### config.mk
export PLATFORM = sky130hd
export DESIGN_NAME = golomb_signed_bit_decoder_core_flat
export DESIGN_NICKNAME = d
export VERILOG_FILES = /design/src/hdl/gsbd_pkg.sv /design/src/hdl/gsbd_in_if.sv /design/src/hdl/gsbd_out_if.sv /design/src/hdl/gsbd_cfg_if.sv /design/src/hdl/golomb_signed_bit_decoder_core.sv /design/src/flat_wrapper.sv
export SDC_FILE = /design/constraint.sdc
export NUM_CORES = 2
export LEC_CHECK = 0
export ABC_CLOCK_PERIOD_IN_PS = 8200
export BUFFER_PORTS_ARGS = -buffer_cell sky130_fd_sc_hd__buf_2
export CAP_MARGIN = 20
export CORE_UTILIZATION = 50
export CTS_BUF_LIST = sky130_fd_sc_hd__clkbuf_16
export CTS_CLUSTER_SIZE = 28
export DETAILED_ROUTE_END_ITERATION = 8
export GPL_TIMING_DRIVEN = 0
export PLACE_DENSITY = 0.75
export SYNTH_ARGS = -nofsm -noshare
export SYNTH_HDL_FRONTEND = slang
export SYNTH_SLANG_ARGS = --single-unit
### constraint.sdc
create_clock -name clk -period 8.2 [get_ports clk]
set_input_delay 2.46 -clock clk [delete_from_list [all_inputs] [get_ports clk]]
set_output_delay 2.46 -clock clk [all_outputs]
set_load 0.02 [all_outputs]
### src/hdl/gsbd_pkg.sv
`timescale 1ns / 1ps

package gsbd_pkg;

	// default divisor width and fixed field widths
	localparam int DIVISOR_BITS_DEF = 16;
	localparam int DIVISOR_BITS_MAX = 31;
	localparam int QUOT_BITS        = 32;
	localparam int VALUE_BITS       = 32;
	localparam int STATUS_BITS      = 2;
	localparam int CFG_INDEX_BITS   = 8;
	localparam int CFG_DATA_BITS    = 32;
	localparam int M_RESET          = 3;

	// largest magnitude a decoded number may reach before mapping
	localparam logic [63:0] VALUE_LIMIT = (64'd1 << (VALUE_BITS - 1)) - 64'd1;

	// result status codes
	localparam logic [STATUS_BITS-1:0] ST_OK  = 2'd0;
	localparam logic [STATUS_BITS-1:0] ST_END = 2'd1;
	localparam logic [STATUS_BITS-1:0] ST_REM = 2'd2;
	localparam logic [STATUS_BITS-1:0] ST_OVF = 2'd3;

	// configuration register indexes
	localparam logic [CFG_INDEX_BITS-1:0] REG_GOLOMB_M  = 8'd0;
	localparam logic [CFG_INDEX_BITS-1:0] REG_SIGN_MODE = 8'd1;

	// code word phase
	typedef enum logic [1:0] {
		PH_UNARY = 2'd0,
		PH_REM   = 2'd1,
		PH_EXTRA = 2'd2
	} phase_t;

	// remainder width: smallest b with 2^b >= m (m at least one)
	function automatic logic [4:0] width_of_m(input logic [DIVISOR_BITS_MAX-1:0] m);
		logic [DIVISOR_BITS_MAX-1:0] m1;
		logic [4:0]                  b;
		m1 = m - 1'b1;
		b  = 5'd0;
		for (int i = 0; i < DIVISOR_BITS_MAX; i++) begin
			if (m1[i]) begin
				b = 5'(i + 1);
			end
		end
		return b;
	endfunction

endpackage

### src/hdl/gsbd_in_if.sv
`timescale 1ns / 1ps

interface gsbd_in_if;
	logic valid;
	logic ready;
	logic code_bit;
	logic stream_end;

	modport source (output valid, output code_bit, output stream_end, input ready);
	modport sink   (input valid, input code_bit, input stream_end, output ready);
endinterface

### src/hdl/gsbd_out_if.sv
`timescale 1ns / 1ps

interface gsbd_out_if;
	logic                                 valid;
	logic                                 ready;
	logic signed [gsbd_pkg::VALUE_BITS-1:0]  decoded_value;
	logic        [gsbd_pkg::STATUS_BITS-1:0] status;

	modport source (output valid, output decoded_value, output status, input ready);
	modport sink   (input valid, input decoded_value, input status, output ready);
endinterface

### src/hdl/gsbd_cfg_if.sv
`timescale 1ns / 1ps

interface gsbd_cfg_if;
	logic                                  valid;
	logic                                  ready;
	logic [gsbd_pkg::CFG_INDEX_BITS-1:0]   index;
	logic [gsbd_pkg::CFG_DATA_BITS-1:0]    data;

	modport source (output valid, output index, output data, input ready);
	modport sink   (input valid, input index, input data, output ready);
endinterface

### src/hdl/golomb_signed_bit_decoder_core.sv
`timescale 1ns / 1ps

// channel     dir  handshake            payload
// cfg         in   valid / ready        index, data (0 golomb_m, 1 sign_mode)
// bits_in     in   valid / ready        code_bit, stream_end
// result_out  out  valid / ready        decoded_value, status
//
// one stream bit per cycle is taken while ready; code word state updates as it is taken.
// a finished word goes through four registers (capture, q*M product, sum and range
// check, signed mapping) before its result shows.
// the q*M multiplier sets the length of the product stage.
// reset clears the word state, the pipeline valids and sets M to 3, sign-magnitude.
// stages close gaps; input stalls only with all four stages full and output not ready.

module golomb_signed_bit_decoder_core #(
	parameter int DIVISOR_BITS = gsbd_pkg::DIVISOR_BITS_DEF
) (
	input  logic          clk,
	input  logic          arst_n,
	gsbd_cfg_if.sink      cfg,
	gsbd_in_if.sink       bits_in,
	gsbd_out_if.source    result_out
);

	localparam int DB  = DIVISOR_BITS;
	localparam int BW  = $clog2(DB + 1);
	localparam int QB  = gsbd_pkg::QUOT_BITS;
	localparam int PW  = QB + DB;
	localparam int NW  = PW + 1;
	localparam int VB  = gsbd_pkg::VALUE_BITS;
	localparam int SB  = gsbd_pkg::STATUS_BITS;
	localparam logic [DB-1:0] M_RST = DB'(gsbd_pkg::M_RESET);
	localparam logic [4:0]    B_RST =
		gsbd_pkg::width_of_m(gsbd_pkg::DIVISOR_BITS_MAX'(M_RST));
	localparam logic [DB:0]   T_RST = ((DB+1)'(1) << B_RST) - {1'b0, M_RST};

	// configuration registers
	logic [DB-1:0] m_q;
	logic [BW-1:0] b_q;
	logic [DB-1:0] t_q;
	logic          sign_q;

	// code word state
	gsbd_pkg::phase_t ph_q, ph_d;
	logic [QB-1:0] quot_q, quot_d;
	logic [DB:0]   acc_q, acc_d;
	logic [BW-1:0] rd_q, rd_d;
	logic          ws_q, ws_d;

	// pipeline
	logic          v_s1, v_s2, v_s3, out_v_q;
	logic [SB-1:0] st_s1, st_s2, st_s3, status_q;
	logic [QB-1:0] q_s1;
	logic [DB-1:0] m_s1;
	logic [DB-1:0] r_s1, r_s2;
	logic          sign_s1, sign_s2, sign_s3;
	logic [PW-1:0] prod_s2;
	logic [VB-2:0] n_s3;
	logic [VB-1:0] value_q;

	logic adv_o, adv3, adv2, adv1, take;

	// config write decode
	logic [DB-1:0] wr_m;
	logic [4:0]    wr_b;
	logic [DB:0]   wr_t;

	assign cfg.ready = 1'b1;
	assign wr_m = cfg.data[DB-1:0];
	assign wr_b = gsbd_pkg::width_of_m(gsbd_pkg::DIVISOR_BITS_MAX'(wr_m));
	assign wr_t = ((DB+1)'(1) << wr_b) - {1'b0, wr_m};

	always_ff @(posedge clk or negedge arst_n) begin
		if (!arst_n) begin
			m_q    <= M_RST;
			b_q    <= BW'(B_RST);
			t_q    <= T_RST[DB-1:0];
			sign_q <= 1'b0;
		end else if (cfg.valid && cfg.ready) begin
			if (cfg.index == gsbd_pkg::REG_GOLOMB_M) begin
				if (wr_m != '0) begin
					m_q <= wr_m;
					b_q <= BW'(wr_b);
					t_q <= wr_t[DB-1:0];
				end
			end else if (cfg.index == gsbd_pkg::REG_SIGN_MODE) begin
				sign_q <= cfg.data[0];
			end
		end
	end

	// handshake: stages advance when the next one is empty or moving
	assign adv_o = !out_v_q || result_out.ready;
	assign adv3  = !v_s3 || adv_o;
	assign adv2  = !v_s2 || adv3;
	assign adv1  = !v_s1 || adv2;
	assign bits_in.ready = adv1;
	assign take  = bits_in.valid && adv1;

	// shared decode terms
	logic [DB:0]   acc_shift;
	logic [BW-1:0] rd_inc;
	logic          rem_full, plain_ok, unary_plain, ext_low;
	logic [DB+1:0] v_ext;

	assign acc_shift   = {acc_q[DB-1:0], bits_in.code_bit};
	assign rd_inc      = rd_q + 1'b1;
	assign rem_full    = rd_inc >= b_q;
	assign plain_ok    = !m_q[0] || (acc_shift < {1'b0, t_q});
	assign unary_plain = !m_q[0] || (t_q != '0);
	assign v_ext       = {acc_q, bits_in.code_bit};
	assign ext_low     = v_ext < {2'b00, t_q};

	// word end events
	logic          fin;
	logic [SB-1:0] fin_st;
	logic [DB+1:0] r_cand;
	logic          r_chk;

	always_comb begin
		fin    = 1'b0;
		fin_st = gsbd_pkg::ST_OK;
		r_cand = '0;
		r_chk  = 1'b0;
		if (bits_in.stream_end) begin
			fin    = ws_q;
			fin_st = gsbd_pkg::ST_END;
		end else begin
			unique case (ph_q)
				gsbd_pkg::PH_REM: begin
					if (rem_full && plain_ok) begin
						r_chk  = 1'b1;
						r_cand = {1'b0, acc_shift};
					end
				end
				gsbd_pkg::PH_EXTRA: begin
					if (ext_low) begin
						fin    = 1'b1;
						fin_st = gsbd_pkg::ST_REM;
					end else begin
						r_chk  = 1'b1;
						r_cand = v_ext - {2'b00, t_q};
					end
				end
				default: begin
					if (!bits_in.code_bit && b_q == '0 && unary_plain) begin
						r_chk = 1'b1;
					end
				end
			endcase
			if (r_chk) begin
				fin    = 1'b1;
				fin_st = (r_cand >= {2'b00, m_q}) ? gsbd_pkg::ST_REM : gsbd_pkg::ST_OK;
			end
		end
	end

	// next word state
	always_comb begin
		ph_d   = ph_q;
		quot_d = quot_q;
		acc_d  = acc_q;
		rd_d   = rd_q;
		ws_d   = ws_q;
		if (bits_in.stream_end || fin) begin
			ph_d   = gsbd_pkg::PH_UNARY;
			quot_d = '0;
			acc_d  = '0;
			rd_d   = '0;
			ws_d   = 1'b0;
		end else begin
			ws_d = 1'b1;
			unique case (ph_q)
				gsbd_pkg::PH_REM: begin
					acc_d = acc_shift;
					rd_d  = rd_inc;
					if (rem_full) begin
						ph_d = gsbd_pkg::PH_EXTRA;
					end
				end
				gsbd_pkg::PH_EXTRA: begin
					ph_d = gsbd_pkg::PH_EXTRA;
				end
				default: begin
					if (bits_in.code_bit) begin
						if (quot_q != '1) begin
							quot_d = quot_q + 1'b1;
						end
					end else begin
						acc_d = '0;
						rd_d  = '0;
						ph_d  = (b_q == '0) ? gsbd_pkg::PH_EXTRA : gsbd_pkg::PH_REM;
					end
				end
			endcase
		end
	end

	// control registers
	always_ff @(posedge clk or negedge arst_n) begin
		if (!arst_n) begin
			ph_q    <= gsbd_pkg::PH_UNARY;
			quot_q  <= '0;
			acc_q   <= '0;
			rd_q    <= '0;
			ws_q    <= 1'b0;
			v_s1    <= 1'b0;
			v_s2    <= 1'b0;
			v_s3    <= 1'b0;
			out_v_q <= 1'b0;
		end else begin
			if (take) begin
				ph_q   <= ph_d;
				quot_q <= quot_d;
				acc_q  <= acc_d;
				rd_q   <= rd_d;
				ws_q   <= ws_d;
			end
			if (adv1) begin
				v_s1 <= take && fin;
			end
			if (adv2) begin
				v_s2 <= v_s1;
			end
			if (adv3) begin
				v_s3 <= v_s2;
			end
			if (adv_o) begin
				out_v_q <= v_s3;
			end
		end
	end

	// stage terms
	logic [NW-1:0] n_full;
	logic          ovf;
	logic [VB-2:0] mag;
	logic [VB-1:0] mapped;

	assign n_full = NW'(prod_s2) + NW'(r_s2);
	assign ovf    = n_full > NW'(gsbd_pkg::VALUE_LIMIT);
	assign mag    = {1'b0, n_s3[VB-2:1]};

	// signed mapping of the decoded number
	always_comb begin
		if (st_s3 != gsbd_pkg::ST_OK) begin
			mapped = '0;
		end else if (!n_s3[0]) begin
			mapped = {1'b0, mag};
		end else if (!sign_s3) begin
			mapped = -{1'b0, mag};
		end else begin
			mapped = ~{1'b0, mag};
		end
	end

	// payload registers
	always_ff @(posedge clk) begin
		if (adv1) begin
			st_s1   <= fin_st;
			q_s1    <= quot_q;
			m_s1    <= m_q;
			r_s1    <= r_cand[DB-1:0];
			sign_s1 <= sign_q;
		end
		if (adv2) begin
			st_s2   <= st_s1;
			prod_s2 <= PW'(q_s1) * PW'(m_s1);
			r_s2    <= r_s1;
			sign_s2 <= sign_s1;
		end
		if (adv3) begin
			st_s3   <= (st_s2 == gsbd_pkg::ST_OK && ovf) ? gsbd_pkg::ST_OVF : st_s2;
			n_s3    <= n_full[VB-2:0];
			sign_s3 <= sign_s2;
		end
		if (adv_o) begin
			status_q <= st_s3;
			value_q  <= mapped;
		end
	end

	assign result_out.valid         = out_v_q;
	assign result_out.decoded_value = value_q;
	assign result_out.status        = status_q;

endmodule
### src/flat_wrapper.sv
// flat-port wrapper written by rule: the top's interface ports become plain ports
module golomb_signed_bit_decoder_core_flat 
#(
	parameter int DIVISOR_BITS = gsbd_pkg::DIVISOR_BITS_DEF
)
  (clk, arst_n, cfg_valid, cfg_index, cfg_data, cfg_ready, bits_in_valid, bits_in_code_bit, bits_in_stream_end, bits_in_ready, result_out_valid, result_out_decoded_value, result_out_status, result_out_ready);
  gsbd_cfg_if cfg_i ();
  gsbd_in_if bits_in_i ();
  gsbd_out_if result_out_i ();
  input  logic clk;
  input  logic arst_n;
  input wire logic [$bits(cfg_i.valid)-1:0] cfg_valid;
  input wire logic [$bits(cfg_i.index)-1:0] cfg_index;
  input wire logic [$bits(cfg_i.data)-1:0] cfg_data;
  output wire logic [$bits(cfg_i.ready)-1:0] cfg_ready;
  input wire logic [$bits(bits_in_i.valid)-1:0] bits_in_valid;
  input wire logic [$bits(bits_in_i.code_bit)-1:0] bits_in_code_bit;
  input wire logic [$bits(bits_in_i.stream_end)-1:0] bits_in_stream_end;
  output wire logic [$bits(bits_in_i.ready)-1:0] bits_in_ready;
  output wire logic [$bits(result_out_i.valid)-1:0] result_out_valid;
  output wire logic [$bits(result_out_i.decoded_value)-1:0] result_out_decoded_value;
  output wire logic [$bits(result_out_i.status)-1:0] result_out_status;
  input wire logic [$bits(result_out_i.ready)-1:0] result_out_ready;
  assign cfg_i.valid = cfg_valid;
  assign cfg_i.index = cfg_index;
  assign cfg_i.data = cfg_data;
  assign cfg_ready = cfg_i.ready;
  assign bits_in_i.valid = bits_in_valid;
  assign bits_in_i.code_bit = bits_in_code_bit;
  assign bits_in_i.stream_end = bits_in_stream_end;
  assign bits_in_ready = bits_in_i.ready;
  assign result_out_valid = result_out_i.valid;
  assign result_out_decoded_value = result_out_i.decoded_value;
  assign result_out_status = result_out_i.status;
  assign result_out_i.ready = result_out_ready;
  golomb_signed_bit_decoder_core #(.DIVISOR_BITS(DIVISOR_BITS)) u_core (.clk(clk), .arst_n(arst_n), .cfg(cfg_i), .bits_in(bits_in_i), .result_out(result_out_i));
endmodule
==> qor.txt <==
CP arrival = 8.22 ns
Initial Utilization = 50.86%
Post-DP HPWL = 67080 um
Gpl congestion = 0.9692
CTS root buffer = clkbuf_16
Die H = 256.0 um
Worst Hold Launch = u_core.r_s1[7]
TritonRoute pass-1 iters = 6
Initial antenna violation count = 2
Worst IR drop on VDD = 0.1753 mV
Reg2Reg Setup Slack = 0.26 ns
WL/cell = 19.21 um
Die area = 65530 sq um
Cts hold-fix bufs = 0
Core ar. = 63430 sq um
TritonCTS clock tree = yes
Ys flop type = edfxtp_1
Vias in the first global route = 24738
CP required = 8.47 ns
Clock skew = 0.02492 ns
Register area share after synthesis = 26.50%
Distinct cells, synth = 91
Via-per-instance ratio = 5.642
H-tree depth = 2
Die width = 256.0 um
Hold EP = u_core.r_s2[7]
CTS Buf Count = 35
YS warnings = 0
Slew Viols, Final = 0
# Max-Cap Violations = 0
Ys async rst share = 32.89%
Cells on Worst Hold Path = 0
WS Path Type = flip-flop to flip-flop
Slew margin rel. = 29.73%
Area of the multi-input gates = 21050 sq um
Worst min path class = flip-flop to flip-flop
Rows = 92
Routed WL = 83490 um
Top fanout value on the critical path = 10
Post-Syn Area = 32260 sq um
GR Overflow Total = 0
Syn Area/Cell = 9.569 sq um
Skew-Pair Late Insertion Delay = 0.56 ns
Status = finished, final reports clean
Worst-Margin Slew = 1.052 ns
Register-to-Register Path Depth = 22
# DRC = 0
GRT Util Overall = 25.97%
Post-route ant nets = 0
Critical R2R Capture = u_core.prod_s2[46]
Ant. Diodes = 0
DRT iter0 DRCs = 2104
CP Launch Type = flip-flop
Syn nets = 4035
Cell Count, Final, Fillers Out = 4347
Placed cells = 4285
Syn-to-layout area delta = 8.072%
Synth Instances = 3371
Port bufs = 61
Longest Clk Path Bufs = 3
Ports = 84
CTS Sinks = 301
Synthesized flop and latch total = 301
Share of layout cells above drive strength 1 = 5.570%
Number of fill cells = 5562
Final Setup Violations = 0
Critical R2R Launch = u_core.q_s1[1]
Lkg Pwr = 16.15 nW
Critical path capture point type = flip-flop
FMAX = 125.9 MHz
Post-synth EDFFs = 202
Final Critical Period = 7.945 ns
Sequential Area = 8548 sq um
Largest net degree at the start of global routing = 71
First-pass GRT wire length = 133400 um
Nets = 4140
Clk pin slew, worst setup/hold paths = 0.06 ns
TNS Setup = 0 ns
Fin crit share = 96.89%
Endpoints failing hold = 0
Power Density = 127.3 nW/um^2
Via Count = 24526
RSZ-0062 raised after global routing = false
-- layout make-up --
type                       instances  share of cell area (%)
buffer                           144                   1.691
clock buffer                      35                   2.512
clock inverter                    27                  0.6245
inverter                         555                   5.976
multi-input combinational       2371                   60.38
sequential                       301                   24.52
tap                              846                   3.037
timing repair buffer              68                   1.256
-- state kept, by name, summed over array words and instances, names as in the netlist, 16 cells and up --
signal,count
u_core.m_s1,16
u_core.result_out.decoded_value,32
u_core.m_q,16
u_core.t_q,16
u_core.r_s2,16
u_core.prod_s2,48
u_core.q_s1,32
u_core.r_s1,16
u_core.n_s3,31
u_core.quot_q,32
u_core.acc_q,17
-- worst max path at each step --
stage,startpoint,to,slack (ns),depth (start not counted)
after global placement,result_out_ready,bits_in_ready,-1.96,4
after CTS,u_core.m_s1[12],u_core.prod_s2[46],0.29,22
after detailed placement,u_core.m_s1[12],u_core.prod_s2[46],0.31,22
after floorplan,result_out_ready,bits_in_ready,-0.25,2
final,u_core.q_s1[1],u_core.prod_s2[46],0.26,22
after global routing,u_core.q_s1[1],u_core.prod_s2[46],0.03,22
-- synthesized netlist by cell type (all sizes together) (21+ instances only) --
master  count  area share (%)
nand2b     28            0.54
fa        421              26
edfxtp    202              19
dfrtp      95             7.4
nor4       23            0.52
nand3      48            0.74
nor3       46            0.78
nand4      34            0.68
a21o       43             1.0
nand2     443             5.2
nor2      144             1.7
a22o       21            0.57
o21ai     119             1.9
and2      229             4.4
clkbuf    124             1.4
a21oi     109             1.7
xnor2      80             2.2
or3        33            0.66
inv       555             6.5
ha        196             7.6
xor2       60             1.6
o31ai      21            0.49
-- logic make-up after synthesis --
logic type | after synthesis | share of synthesized area [%]
AND/OR/NAND/NOR | 1129 | 17.56
buffers and inverters | 699 | 8.270
adder cells (fa/ha/maj) | 617 | 33.73
AO/OA/AOI/OAI | 481 | 10.02
flip-flops | 301 | 26.50
XOR/XNOR | 140 | 3.801
multiplexers | 3 | 0.1008
other | 1 | 0.01163
-- routing by layer --
metal  vias to the layer above  share of wire [%]  global-route usage (%)
li1                      11196                  -                       -
met1                     12194                 41                   34.42
met2                       936                 48                   43.01
met3                       200                7.4                   3.991
met4                         0                3.9                   9.814
met5                         -                  0                       0
-- cell usage in the layout, fill, tap and decap left out, types with 80 or more instances in the layout --
master,synthesis,final
inv_1,555,560
nand2_1,443,443
fa_1,421,421
and2_1,229,229
edfxtp_1,202,202
ha_1,196,196
nor2_1,139,139
clkbuf_1,124,120
a21oi_1,108,107
dfrtp_1,95,95
o21ai_0,93,93
xnor2_1,80,80
-- timing repair --
item	CTS	global route
endpoints found under the setup margin	0	3
gates resized for setup	0	10
setup buffers	0	0
-- report_power, final --
group	leakage [nW]	internal (W)	switching, W
clock network	0.550	0.000849	0.000641
logic	11.8	0.000301	0.000715
registers	3.77	0.00181	0.000123
-- critical path: stages (launching register included) --
cell and delay, ns:
edfxtp_1 0.60, clkbuf_1 0.60, nand2_1 0.17, fa_1 0.58, fa_1 0.56, inv_1 0.06, fa_1 0.46, fa_1 0.50
fa_1 0.59, inv_1 0.07, fa_1 0.55, inv_1 0.05, ha_1 0.27, clkbuf_1 0.20, a21oi_1 0.22, a21oi_1 0.10
o311ai_0 0.38, o211ai_1 0.24, o41ai_2 0.59, o41ai_2 0.19, a41oi_2 0.34, o31ai_1 0.15, xor2_1 0.17
-- stage by stage --
stage,cell area [sq um],hold WS [ns],utilization [%],total power [W],setup WS [ns]
finish,34860,0.4191,54.96,0.004437,0.2552
global route,34860,0.4228,54.96,0.004634,0.02825
CTS,34850,0.4206,54.95,0.004456,0.2870
detailed placement,33760,0.4045,53.22,0.002967,0.3141
global placement,33620,0.4030,53.01,0.002942,-1.959
floorplan,32260,0.4003,-,0.002584,-0.2512
Power figures use the tool's default switching activity.
